### config.mk
export PLATFORM = sky130hd
export DESIGN_NAME = csv_quoted_field_tokenizer
export DESIGN_NICKNAME = d
export VERILOG_FILES = /design/src/rtl/core/cqt_pkg.sv /design/src/rtl/core/cqt_front.sv /design/src/rtl/core/cqt_queue.sv /design/src/rtl/core/cqt_back.sv /design/src/rtl/core/csv_quoted_field_tokenizer.sv
export SDC_FILE = /design/constraint.sdc
export NUM_CORES = 1
export LEC_CHECK = 0
export BUFFER_PORTS_ARGS = -buffer_cell sky130_fd_sc_hd__buf_2
export CAP_MARGIN = 15
export CORE_ASPECT_RATIO = 1.1
export CORE_MARGIN = 2
export CORE_UTILIZATION = 45
export CTS_CLUSTER_SIZE = 24
export DETAILED_ROUTE_END_ITERATION = 10
export PLACE_DENSITY = 0.65
export RECOVER_POWER = 25
export SLEW_MARGIN = 40
export SYNTH_ARGS = -nofsm -noshare
export SYNTH_HDL_FRONTEND = slang
export SYNTH_SLANG_ARGS = --single-unit
### constraint.sdc
create_clock -name clk_i -period 2.55 [get_ports clk_i]
set_input_delay 0.1275 -clock clk_i [delete_from_list [all_inputs] [get_ports clk_i]]
set_output_delay 0.1275 -clock clk_i [all_outputs]
set_load 0.02 [all_outputs]
### src/rtl/core/cqt_pkg.sv
// Shared types and constants for the CSV quoted field tokenizer.
`timescale 1ns / 1ps
`default_nettype none
package cqt_pkg;

  localparam logic [7:0] ChQuote = 8'h22;
  localparam logic [7:0] ChComma = 8'h2C;
  localparam logic [7:0] ChLf    = 8'h0A;
  localparam logic [7:0] ChCr    = 8'h0D;

  typedef enum logic [1:0] {
    EV_CHAR  = 2'd0,
    EV_FIELD = 2'd1,
    EV_ROW   = 2'd2
  } event_kind_e;

  typedef struct packed {
    event_kind_e kind;
    logic [7:0]  ch;
  } event_t;

endpackage
`default_nettype wire

### src/rtl/core/cqt_front.sv
// Front end: accept text words, track quote state, classify into events.
`timescale 1ns / 1ps
`default_nettype none
module cqt_front import cqt_pkg::*; (
  input  wire logic       clk_i,
  input  wire logic       rst_ni,
  input  wire logic       in_valid_i,
  output logic            in_ready_o,
  input  wire logic [7:0] text_byte_i,
  input  wire logic       end_of_text_i,
  input  wire logic       q_ready_i,
  output logic            q_push_o,
  output event_t          q_data_o
);

  typedef enum logic [1:0] {
    MODE_OUT    = 2'd0,
    MODE_IN     = 2'd1,
    MODE_CLOSED = 2'd2
  } mode_e;

  mode_e  mode_q, mode_d;
  logic   row_open_q, row_open_d;
  logic   emit;
  event_t ev;
  logic   accept;

  assign in_ready_o = q_ready_i;
  assign accept     = in_valid_i && q_ready_i;
  assign q_push_o   = accept && emit;
  assign q_data_o   = ev;

  // Classify the word against the current quote mode
  always_comb begin
    logic outside;
    outside    = 1'b0;
    mode_d     = mode_q;
    row_open_d = row_open_q;
    emit       = 1'b0;
    ev.kind    = EV_CHAR;
    ev.ch      = 8'h00;
    if (end_of_text_i) begin
      emit       = row_open_q;
      ev.kind    = EV_ROW;
      mode_d     = MODE_OUT;
      row_open_d = 1'b0;
    end else begin
      row_open_d = 1'b1;
      case (mode_q)
        MODE_IN: begin
          if (text_byte_i == ChQuote) begin
            mode_d = MODE_CLOSED;
          end else begin
            emit  = 1'b1;
            ev.ch = text_byte_i;
          end
        end
        MODE_CLOSED: begin
          if (text_byte_i == ChQuote) begin
            mode_d = MODE_IN;
            emit   = 1'b1;
            ev.ch  = ChQuote;
          end else begin
            outside = 1'b1;
          end
        end
        default: outside = 1'b1;
      endcase
      if (outside) begin
        mode_d = MODE_OUT;
        if (text_byte_i == ChQuote) begin
          mode_d = MODE_IN;
        end else if (text_byte_i == ChComma) begin
          emit    = 1'b1;
          ev.kind = EV_FIELD;
        end else if (text_byte_i == ChLf) begin
          emit       = 1'b1;
          ev.kind    = EV_ROW;
          row_open_d = 1'b0;
        end else if (text_byte_i != ChCr) begin
          emit  = 1'b1;
          ev.ch = text_byte_i;
        end
      end
    end
  end

  // Advance state on each accepted word
  always_ff @(posedge clk_i or negedge rst_ni) begin
    if (!rst_ni) begin
      mode_q     <= MODE_OUT;
      row_open_q <= 1'b0;
    end else if (accept) begin
      mode_q     <= mode_d;
      row_open_q <= row_open_d;
    end
  end

endmodule
`default_nettype wire

### src/rtl/core/cqt_queue.sv
// Two-entry event queue between front end and output stage.
`timescale 1ns / 1ps
`default_nettype none
module cqt_queue import cqt_pkg::*; (
  input  wire logic   clk_i,
  input  wire logic   rst_ni,
  input  wire logic   push_i,
  input  wire event_t push_data_i,
  output logic        ready_o,
  output logic        valid_o,
  input  wire logic   pop_i,
  output event_t      pop_data_o
);

  event_t     mem_q [2];
  logic       wr_ptr_q, rd_ptr_q;
  logic [1:0] count_q;
  logic       do_pop;

  assign ready_o    = (count_q != 2'd2);
  assign valid_o    = (count_q != 2'd0);
  assign do_pop     = pop_i && valid_o;
  assign pop_data_o = mem_q[rd_ptr_q];

  // Store pushed words
  always_ff @(posedge clk_i) begin
    if (push_i) begin
      mem_q[wr_ptr_q] <= push_data_i;
    end
  end

  // Track pointers and fill level
  always_ff @(posedge clk_i or negedge rst_ni) begin
    if (!rst_ni) begin
      wr_ptr_q <= 1'b0;
      rd_ptr_q <= 1'b0;
      count_q  <= 2'd0;
    end else begin
      if (push_i) wr_ptr_q <= ~wr_ptr_q;
      if (do_pop) rd_ptr_q <= ~rd_ptr_q;
      case ({push_i, do_pop})
        2'b10:   count_q <= count_q + 2'd1;
        2'b01:   count_q <= count_q - 2'd1;
        default: count_q <= count_q;
      endcase
    end
  end

endmodule
`default_nettype wire

### src/rtl/core/cqt_back.sv
// Back end: output register that presents events to the receiver.
`timescale 1ns / 1ps
`default_nettype none
module cqt_back import cqt_pkg::*; (
  input  wire logic   clk_i,
  input  wire logic   rst_ni,
  input  wire logic   q_valid_i,
  input  wire event_t q_data_i,
  output logic        q_pop_o,
  output logic        out_valid_o,
  input  wire logic   out_ready_i,
  output logic [1:0]  event_kind_o,
  output logic [7:0]  char_value_o
);

  logic   valid_q;
  event_t data_q;

  assign q_pop_o      = q_valid_i && (!valid_q || out_ready_i);
  assign out_valid_o  = valid_q;
  assign event_kind_o = data_q.kind;
  assign char_value_o = data_q.ch;

  // Load a new word when the register is empty or being drained
  always_ff @(posedge clk_i or negedge rst_ni) begin
    if (!rst_ni) begin
      valid_q <= 1'b0;
    end else if (!valid_q || out_ready_i) begin
      valid_q <= q_valid_i;
    end
  end

  // Hold payload until taken
  always_ff @(posedge clk_i) begin
    if (q_pop_o) begin
      data_q <= q_data_i;
    end
  end

endmodule
`default_nettype wire

### src/rtl/core/csv_quoted_field_tokenizer.sv
// Top level of the CSV quoted field tokenizer.
// Usage:
//   Input channel (in_valid_i/in_ready_o) takes one text word per cycle:
//   text_byte_i plus end_of_text_i, which flushes an open row and returns
//   the quote tracker to its start state.
//   Output channel (out_valid_o/out_ready_i) gives zero or one event per
//   input word: event_kind_o 0 = character (char_value_o), 1 = end of
//   field, 2 = end of row. char_value_o is zero for kinds 1 and 2.
//   Path: the front end classifies a word in its accept cycle; the event
//   is written into the two-entry queue, then into the output register,
//   and a receiver stall can hold it in either.
//   Throughput: one word per cycle while in_ready_o is high; quote state
//   updates on each accepted word, so back-to-back words need no gap.
//   Reset: asynchronous, active low; clears quote mode, row tracking,
//   queue and output register. No start-up pass is needed.
//   Receiver stall: the output register holds, the queue absorbs up to
//   two more events, then in_ready_o drops until the receiver drains.
`timescale 1ns / 1ps
`default_nettype none
module csv_quoted_field_tokenizer import cqt_pkg::*; (
  input  wire logic       clk_i,
  input  wire logic       rst_ni,
  input  wire logic       in_valid_i,
  output logic            in_ready_o,
  input  wire logic [7:0] text_byte_i,
  input  wire logic       end_of_text_i,
  output logic            out_valid_o,
  input  wire logic       out_ready_i,
  output logic [1:0]      event_kind_o,
  output logic [7:0]      char_value_o
);

  logic   q_ready, q_push, q_valid, q_pop;
  event_t q_wdata, q_rdata;

  cqt_front u_front (
    .clk_i        (clk_i),
    .rst_ni       (rst_ni),
    .in_valid_i   (in_valid_i),
    .in_ready_o   (in_ready_o),
    .text_byte_i  (text_byte_i),
    .end_of_text_i(end_of_text_i),
    .q_ready_i    (q_ready),
    .q_push_o     (q_push),
    .q_data_o     (q_wdata)
  );

  cqt_queue u_queue (
    .clk_i      (clk_i),
    .rst_ni     (rst_ni),
    .push_i     (q_push),
    .push_data_i(q_wdata),
    .ready_o    (q_ready),
    .valid_o    (q_valid),
    .pop_i      (q_pop),
    .pop_data_o (q_rdata)
  );

  cqt_back u_back (
    .clk_i       (clk_i),
    .rst_ni      (rst_ni),
    .q_valid_i   (q_valid),
    .q_data_i    (q_rdata),
    .q_pop_o     (q_pop),
    .out_valid_o (out_valid_o),
    .out_ready_i (out_ready_i),
    .event_kind_o(event_kind_o),
    .char_value_o(char_value_o)
  );

`ifndef ASSERT_OFF
  // Only defined event kinds leave the block
  a_kind_legal: assert property (@(posedge clk_i) disable iff (!rst_ni)
    out_valid_o |-> (event_kind_o != 2'd3))
    else $error("illegal event kind on output");

  // Field and row ends carry a zero character
  a_char_zero: assert property (@(posedge clk_i) disable iff (!rst_ni)
    (out_valid_o && (event_kind_o != EV_CHAR)) |-> (char_value_o == 8'h00))
    else $error("nonzero character on end event");

  // A new output word must have come from the queue
  a_from_queue: assert property (@(posedge clk_i) disable iff (!rst_ni)
    $rose(out_valid_o) |-> $past(q_valid))
    else $error("output valid without queued word");

  // Front end never pushes into a full queue
  a_no_overflow: assert property (@(posedge clk_i) disable iff (!rst_ni)
    q_push |-> q_ready)
    else $error("push into full queue");
`endif

endmodule
`default_nettype wire
==> results of run 1 <==
[layout make-up]
| type | count | area share |
|---|---|---|
| flip-flops and latches | 38 | 0.536 |
| multi-input cells | 91 | 0.319 |
| repair buffers | 28 | 0.0652 |
| clock buffers | 6 | 0.0353 |
| well taps | 50 | 0.0305 |
| inverters | 5 | 0.00914 |
| clock inverters | 2 | 0.00488 |
[cells in the final DEF, fill, tap and decap left out, types with 2 or more instances in the layout]
master     n
mux2_2    10
and2_1     2
nand3_1    2
ha_1       4
clkinv_2   2
clkbuf_8   5
clkbuf_1  14
nor2_1     8
xnor2_1    3
a32o_1     2
nor4_1     2
nand2_1   11
buf_4      2
nor2b_1    3
a21oi_1    5
xor2_1     2
nand2b_1   5
inv_1      5
o21ai_0    3
nor3_1     4
dfrtp_1    8
or4_1      2
nor3b_1    2
edfxtp_1  30
buf_2     12
[power by group]
group          internal (mW)  switching, mW  total, mW  leakage [nW]
Clock                  0.189          0.203      0.393        0.0450
Sequential             0.894         0.0955      0.989         0.380
Combinational          0.220          0.328      0.548         0.341
[routing by layer]
metal  GRT usage  up-vias  share of wire
li1            -      582              -
met1       0.188      571           0.43
met2       0.289       22           0.52
met3      0.0386        4          0.036
met4      0.0580        0          0.012
met5           0        -              0
[state kept, by name (all words and copies together) (netlist names)]
signal / count
u_back.event_kind_o: 2
u_queue.count_q: 2
u_front.row_open_q: 1
u_back.out_valid_o: 1
u_queue.rd_ptr_q: 1
u_queue.wr_ptr_q: 1
u_queue.mem_q: 20
u_front.mode_q: 2
u_back.char_value_o: 8
[worst paths after layout]
kind / slack, ns / end / start
setup / recovery: 0.18 / u_queue.count_q[1] / u_front.mode_q[1]
hold / removal: 0.03 / u_back.out_valid_o / out_ready_i
setup reg to reg: 0.18 / u_queue.count_q[1] / u_front.mode_q[1]
hold reg to reg: 0.47 / u_front.row_open_q / u_front.row_open_q
max in group asynchronous: 1.95 / u_queue.rd_ptr_q / rst_ni
min in group asynchronous: 0.29 / u_front.mode_q[0] / rst_ni
[what timing repair did]
action / 4_1_cts / 5_1_grt
endpoints found under the hold margin: 8 / 0
hold buffers: 1 / 0
resized for setup: 0 / 1
endpoints found under the setup margin: 0 / 1
[per-stage QoR]
stage / utilization / instances / area, um^2
after global placement: 0.533 / 211 / 1980
final: 0.553 / 220 / 2050
after CTS: 0.558 / 220 / 2070
after global routing: 0.553 / 220 / 2050
after floorplan: - / 136 / 1780
after detailed placement: 0.533 / 211 / 1980
[worst reg2reg max path, cell delays in order, from the launching register on]
cell and delay, ns:
dfrtp_1 0.41, inv_1 0.09, ha_1 0.27, or4_1 0.60
a21boi_1 0.22, or2_2 0.15, ha_1 0.24, nor2_1 0.17
xor2_1 0.15
[kinds of logic after synthesis]
family,after synthesis,synth area share
AO/OA/AOI/OAI,21,0.0864
AND/OR/NAND/NOR,50,0.159
flip-flops,38,0.618
adder cells (fa/ha/maj),4,0.0281
XOR/XNOR,5,0.0246
buffers and inverters,7,0.0147
multiplexers,11,0.0688
==> run_results.csv, run 1 <==
group,metric,value,unit
min_path,hold_path_depth,2,
setup_path,required,2.76,ns
floorplanning,core,3710,um^2
timing,setup_viol,0,
floorplanning,initial_core_util,0.480,
detailed_routing,antenna_left,0,
grt,grt.total_usage,0.163,
clock_tree,insertion_delay,0.29,ns
layout,regArea,1100,um^2
clock_tree,tritoncts,"done",
setup_path,slowest_delay,0.60,ns
timing,finalCritPeriodShare,0.929,
clock_tree,cts_buffers,5,
timing,fin_skew,0.00527,ns
clock_tree,clock-root-buffer,"clkbuf_8",
yosys,syn_area,1780,um^2
yosys,synth.most_common_cell,"edfxtp_1",
setup_path,worst_ep_arrival_time,2.58,ns
grt,overflow,0,
detailed_routing,vias,1179,
layout,fin_nets,186,
setup_path,crit_cells,8,
yosys,yosysUniqueCellTypes,42,
yosys,synthesis.nets,153,
detailed_routing,drtIter0Drc,42,
setup_path,cpMaxStageDelayCell,"or4_1",
place,place_ws,0.130,ns
place,port_buffers,24,
clock_tree,ctsLongestPathBuffers,2,
layout,drive_above_1_share,0.206,
pwr,power.density,940,nW/um^2
timing,max_slew_margin,0.502,
pwr,p_total,1.93,mW
yosys,ys_seq_elements,38,
timing,holdWs,0.0275,ns
pwr,peakVddDrop,0.455,mV
job,cap_violations,0,
yosys,yosysTopAreaCell,"edfxtp_1",
place,place.gp.congestion,0.827,
yosys,syn_inst,136,
setup_path,r2r_cells,8,
timing,drv_slew,0,
detailed_routing,via_per_inst,5.36,
yosys,ys.flop_type,"edfxtp_1",
grt,grt_pass1_vias,1231,
yosys,ys_warn_count,0,
timing,fin_tns_setup,0,ns
timing,fmax,422,MHz
clock_tree,h-tree-depth,2,
timing,hold_viol_final,0,
floorplanning,die_x,64.0,um
setup_path,crit_family,"simple AND/OR/NAND/NOR gates",
floorplanning,die_h,70.0,um
setup_path,path_cells,"inv_1, ha_1, or4_1, a21boi_1, or2_2, ha_1, nor2_1, xor2_1",
setup_path,startpoint_type,"flop",
yosys,yosysSeqAreaShare,0.618,
timing,fin_crit,2.37,ns
detailed_routing,drt-total-wl,3320,um
place,dp_hpwl,2420,um
layout,n_antenna_cell,0,
setup_path,crit_top_cell,"ha_1",
yosys,synth-async-reset-ratio,0.211,
pwr,power_leakage,0.766,nW
yosys,synthTopCellsByCount,"30 x edfxtp_1, 11 x nand2_1, 10 x mux2_2",
grt,grt_max_degree,13,
detailed_routing,firstDrtPassIters,4,
detailed_routing,wl_per_cell,15.1,um
timing,setup_ws,0.180,ns
grt,grt_pass1_wl,5660,um
clock_tree,clk_pin_slew_worst_paths,0.07,ns
timing,timing_worst_slew_pin_value,0.747,ns
setup_path,cp_max_fo,7,
yosys,avgSynthCellArea,13.1,um^2
min_path,min_path_type,"primary input to flop",
detailed_routing,drc_errors,0,
floorplanning,dieArea,4480,um^2
layout,area_delta_synth_final,15.2,%
setup_path,path_buf_inv,1,
clock_tree,cts.sinks,38,
yosys,synth_top_area_frac,0.506,
timing,rsz0062_at_grt,"false",
yosys,synth_edf_count,30,
yosys,synth_area_leaders,"edfxtp_1 51%, dfrtp_1 11%, mux2_2 6.3%",
layout,multi_input_area,654,um^2
clock_tree,post_cts_buffers,0,
setup_path,crit_type,"flop to flop",
status,status,"complete, no violations",
floorplanning,io_pins,25,
setup_path,end_kind,"flop",
layout,fillers,318,
floorplanning,rows,23,
grt,antenna_found_initial,0,
Note: power is estimated with default switching activity, not from simulation.
==> run 2: changes to the inputs <==
Settings changed: CORE_UTILIZATION 45 to 40, PLACE_DENSITY 0.65 to unset.
==> run_results.csv, run 2 (synthesis results as in run 1) <==
group,metric,value,unit
detailed_routing,wl_per_cell,14.9,um
timing,timing_worst_slew_pin_value,0.723,ns
timing,fin_skew,0.00738,ns
setup_path,worst_ep_arrival_time,2.54,ns
timing,fmax,431,MHz
layout,n_antenna_cell,0,
timing,setup_ws,0.228,ns
layout,layout_commonest_cell,"edfxtp_1",
detailed_routing,vias,1213,
layout,regArea,1100,um^2
place,dp_hpwl,2420,um
clock_tree,insertion_delay,0.29,ns
clock_tree,post_cts_buffers,0,
layout,most-common-layout-cells,"30 x edfxtp_1, 13 x clkbuf_1, 12 x buf_2",
place,dpl_cell_area,1980,um^2
setup_path,r2r_cells,8,
timing,max_slew_margin,0.518,
detailed_routing,firstDrtPassIters,4,
clock_tree,tritoncts,"done",
layout,fin_nets,186,
floorplanning,die_x,67.6,um
clock_tree,h-tree-depth,2,
setup_path,end_kind,"flop",
layout,area_delta_synth_final,18.6,%
timing,fin_crit,2.32,ns
place,place.gp.congestion,0.896,
timing,fin_tns_setup,0,ns
setup_path,cp_max_fo,7,
floorplanning,dieArea,5000,um^2
layout,fin_util,0.493,
grt,overflow,0,
layout,multi_input_area,654,um^2
detailed_routing,drtIter0Drc,36,
timing,hold_viol_final,0,
job,cap_violations,0,
pwr,power.density,1010,nW/um^2
detailed_routing,drc_errors,0,
setup_path,startpoint,"u_front.mode_q[1]",
grt,grt_pass1_wl,5400,um
clock_tree,clk_pin_slew_worst_paths,0.07,ns
min_path,hold_path_depth,2,
place,port_buffers,24,
timing,setup_viol,0,
setup_path,r2r-start,"u_front.mode_q[1]",
clock_tree,cts.sinks,38,
min_path,hp-start,"out_ready_i",
grt,grt_pass1_vias,1157,
floorplanning,io_pins,25,
timing,holdWs,0.0432,ns
setup_path,crit_type,"flop to flop",
grt,grt.total_usage,0.149,
clock_tree,ctsLongestPathBuffers,2,
layout,drive_above_1_share,0.212,
status,status,"complete, no violations",
grt,antenna_found_initial,0,
layout,largest_reg_flops,20,
timing,rsz0062_at_grt,"false",
place,dp_cells,215,
timing,finalCritPeriodShare,0.911,
detailed_routing,drt-total-wl,3330,um
setup_path,startpoint_type,"flop",
layout,fillers,374,
layout,regMostFlops,"u_queue.mem_q",
clock_tree,clock-root-buffer,"clkbuf_8",
floorplanning,rows,25,
layout,fin_area,2110,um^2
detailed_routing,antenna_left,0,
layout,finalNonFillerCells,224,
min_path,min_path_type,"primary input to flop",
setup_path,required,2.76,ns
floorplanning,die_h,74.0,um
detailed_routing,via_per_inst,5.42,
pwr,power_leakage,0.789,nW
floorplanning,initial_core_util,0.416,
pwr,p_total,2.14,mW
grt,grt_max_degree,14,
clock_tree,cts_buffers,5,
place,place_ws,0.152,ns
pwr,peakVddDrop,0.514,mV
floorplanning,core,4290,um^2
timing,drv_slew,0,
run 2: cell types whose count changed in the layout (fill, tap and decap cells not counted), sizes merged:
| cell | before | now |
|---|---|---|
| bufinv | 0 | 2 |
| clkbuf | 19 | 18 |
| clkinv | 2 | 1 |
run 2: power by group:
part | switching (mW) | internal [mW]
clock | 0.217 | 0.392
sequential | 0.0968 | 0.894
combinational | 0.324 | 0.220
run 2: path summary, 6_finish.rpt:
check                                          end  slack (ns)
worst min-delay path            u_back.out_valid_o        0.04
max in group asynchronous        u_front.mode_q[1]        1.89
worst max-delay path            u_queue.count_q[1]        0.23
worst max register to register  u_queue.count_q[1]        0.23
min in group asynchronous         u_queue.wr_ptr_q        0.31
worst min register to register  u_front.row_open_q        0.49
run 2: layout make-up:
class / count / area share
well taps: 54 / 0.0320
inverters: 5 / 0.00888
multi-input cells: 91 / 0.310
clock buffers: 5 / 0.0326
clock inverters: 3 / 0.0326
repair buffers: 28 / 0.0634
flip-flops and latches: 38 / 0.521
run 2: timing repair:
item | CTS | global route
hold buffers | 1 | 0
endpoints found under the hold margin | 8 | 0
setup endpoints to repair | 0 | 1
gates resized for setup | 0 | 1
run 2: per-layer routing:
layer / part of all wire / routed length, um / GRT usage
met5: 0 / 0 / 0
met4: 0.014 / 47 / 0.0680
met3: 0.071 / 235 / 0.0363
met2: 0.49 / 1640 / 0.253
met1: 0.42 / 1410 / 0.179
run 2: worst max-delay path, cell delays in order, from the launching register on:
cell      delay, ns
dfrtp_1        0.40
inv_1          0.08
ha_1           0.27
or4_1          0.60
a21boi_1       0.22
or2_2          0.15
ha_1           0.23
nor2_1         0.15
xor2_1         0.15
==> run 3: changes to the inputs <==
Settings changed: CORE_MARGIN 2 to 4.
Clock period 2.55 ns to 2.57 ns, I/O delays scaled along.
==> run_results.csv, run 3 (synthesis results as in run 1) <==
group,metric,value,unit
pwr,peakVddDrop,0.450,mV
detailed_routing,firstDrtPassIters,4,
setup_path,required,2.78,ns
grt,antenna_found_initial,0,
setup_path,worst_ep_arrival_time,2.60,ns
layout,n_antenna_cell,0,
floorplanning,initial_core_util,0.413,
detailed_routing,via_per_inst,5.37,
layout,largest_reg_flops,20,
floorplanning,die_x,71.6,um
timing,fin_tns_setup,0,ns
grt,grt_pass1_vias,1241,
pwr,power_leakage,0.768,nW
setup_path,crit_top_cell,"ha_1",
clock_tree,tritoncts,"done",
layout,most-common-layout-cells,"30 x edfxtp_1, 13 x clkbuf_1, 12 x buf_2",
clock_tree,clock-root-buffer,"clkbuf_8",
timing,fin_crit,2.39,ns
timing,max_slew_margin,0.482,
grt,grt_max_degree,13,
min_path,worstHoldEndpoint,"u_back.out_valid_o",
clock_tree,ctsLongestPathBuffers,2,
pwr,power_frac_seq,0.502,
timing,fmax,419,MHz
setup_path,cp_max_fo,7,
timing,finalCritPeriodShare,0.929,
clock_tree,h-tree-depth,2,
pwr,p_total,1.95,mW
clock_tree,clk_pin_slew_worst_paths,0.08,ns
timing,rsz0062_at_grt,"false",
detailed_routing,drc_errors,0,
pwr,share_comb_of_total_power,0.281,
setup_path,path_buf_inv,1,
floorplanning,dieArea,5590,um^2
setup_path,slowest_delay,0.61,ns
timing,setup_viol,0,
layout,regMostFlops,"u_queue.mem_q",
clock_tree,insertion_delay,0.28,ns
detailed_routing,wl_per_cell,15.5,um
grt,grt.total_usage,0.137,
grt,overflow,0,
detailed_routing,drtIter0Drc,46,
floorplanning,die_h,78.0,um
detailed_routing,vias,1203,
place,port_buffers,24,
layout,drive_above_1_share,0.212,
setup_path,rrSetupSlack,0.18,ns
setup_path,crit_family,"simple AND/OR/NAND/NOR gates",
timing,hold_viol_final,0,
status,status,"complete, no violations",
clock_tree,cts.sinks,38,
floorplanning,io_pins,25,
layout,fin_util,0.480,
place,place.gp.congestion,0.802,
timing,fin_skew,0.00591,ns
setup_path,r2r-start,"u_front.mode_q[1]",
clock_tree,cts_buffers,5,
layout,fin_nets,186,
setup_path,r2r_cells,8,
timing,timing_worst_slew_pin_value,0.777,ns
detailed_routing,antenna_left,0,
layout,area_delta_synth_final,16.2,%
clock_tree,post_cts_buffers,0,
place,dp_hpwl,2500,um
setup_path,path_cells,"inv_1, ha_1, or4_1, a21boi_1, or2_2, ha_1, nor2_1, xor2_1",
detailed_routing,drt-total-wl,3480,um
timing,drv_slew,0,
pwr,p_int,1.32,mW
job,cap_violations,0,
floorplanning,rows,25,
pwr,p_sw,0.632,mW
setup_path,cpMaxStageDelayCell,"or4_1",
pwr,power.density,943,nW/um^2
setup_path,crit_type,"flop to flop",
setup_path,r2r_end,"u_queue.count_q[1]",
pwr,clkPwrFrac,0.217,
floorplanning,core,4320,um^2
min_path,hold_path_depth,2,
setup_path,end_kind,"flop",
pwr,switching_share,0.323,
setup_path,startpoint_type,"flop",
layout,layout_commonest_cell,"edfxtp_1",
min_path,min_path_type,"primary input to flop",
min_path,hp-start,"out_ready_i",
grt,grt_pass1_wl,5960,um
[run 3: cell count changes in the layout (fill, tap and decap cells not counted), sizes merged]
cell,before,now
bufinv,2,0
clkinvlp,0,1
clkbuf,18,19
[run 3: power by group through the flow]
| stage | registers (mW) | clock network [mW] | logic (mW) |
|---|---|---|---|
| after global placement | 0.989 | 0 | 0.565 |
| after floorplan | 1.06 | 0 | 0.322 |
| after global routing | 1.01 | 0.466 | 0.612 |
| final | 0.981 | 0.424 | 0.548 |
| after CTS | 0.983 | 0.444 | 0.589 |
| after detailed placement | 0.995 | 0 | 0.586 |
[run 3: timing repair]
action,CTS,global route
gates resized for setup,0,1
setup endpoints to repair,0,1
hold buffers,1,0
hold endpoints to repair,8,0
[run 3: how the worst max path moves through the flow]
| stage | end | from | cells after the start | slack [ns] |
|---|---|---|---|---|
| final | u_queue.count_q[1] | u_front.mode_q[1] | 8 | 0.18 |
| after global routing | u_queue.count_q[1] | u_front.mode_q[1] | 8 | 0.05 |
| after CTS | u_queue.count_q[1] | u_front.mode_q[1] | 8 | 0.09 |
| after detailed placement | u_queue.count_q[1] | u_front.mode_q[1] | 8 | 0.14 |
| after global placement | u_queue.count_q[1] | u_front.mode_q[1] | 8 | 0.28 |
| after floorplan | u_queue.count_q[1] | u_front.mode_q[1] | 8 | 0.39 |
[run 3: routing by layer]
metal  vias to the layer above  track usage  share of wire
li1                        578            -              -
met1                       580        0.160           0.39
met2                        40        0.244           0.54
met3                         5       0.0337          0.054
met4                         0       0.0451         0.0098
met5                         -            0              0
[run 3: stage by stage]
step / area [um^2] / std cells / hold WS (ns) / worst slack (ns)
after detailed placement: 1980 / 215 / -0.00978 / 0.143
after global routing: 2070 / 224 / 0.0572 / 0.0508
final: 2070 / 224 / 0.0281 / 0.182
after global placement: 1980 / 215 / -0.0133 / 0.279
after CTS: 2090 / 224 / 0.0168 / 0.0939
after floorplan: 1780 / 136 / -0.167 / 0.387
[run 3: layout make-up]
type / count / area [um^2]
Fill cell: 397 / 2250
Sequential cell: 38 / 1100
Multi-Input combinational cell: 91 / 654
Timing Repair Buffer: 28 / 134
Clock buffer: 6 / 82.6
Tap cell: 54 / 67.6
Inverter: 5 / 18.8
Clock inverter: 2 / 12.5
[run 3: worst reg2reg max path: stages, from the launching register on]
cell      delay [ns]
dfrtp_1         0.40
inv_1           0.09
ha_1            0.28
or4_1           0.61
a21boi_1        0.25
or2_2           0.16
ha_1            0.24
nor2_1          0.13
xor2_1          0.16
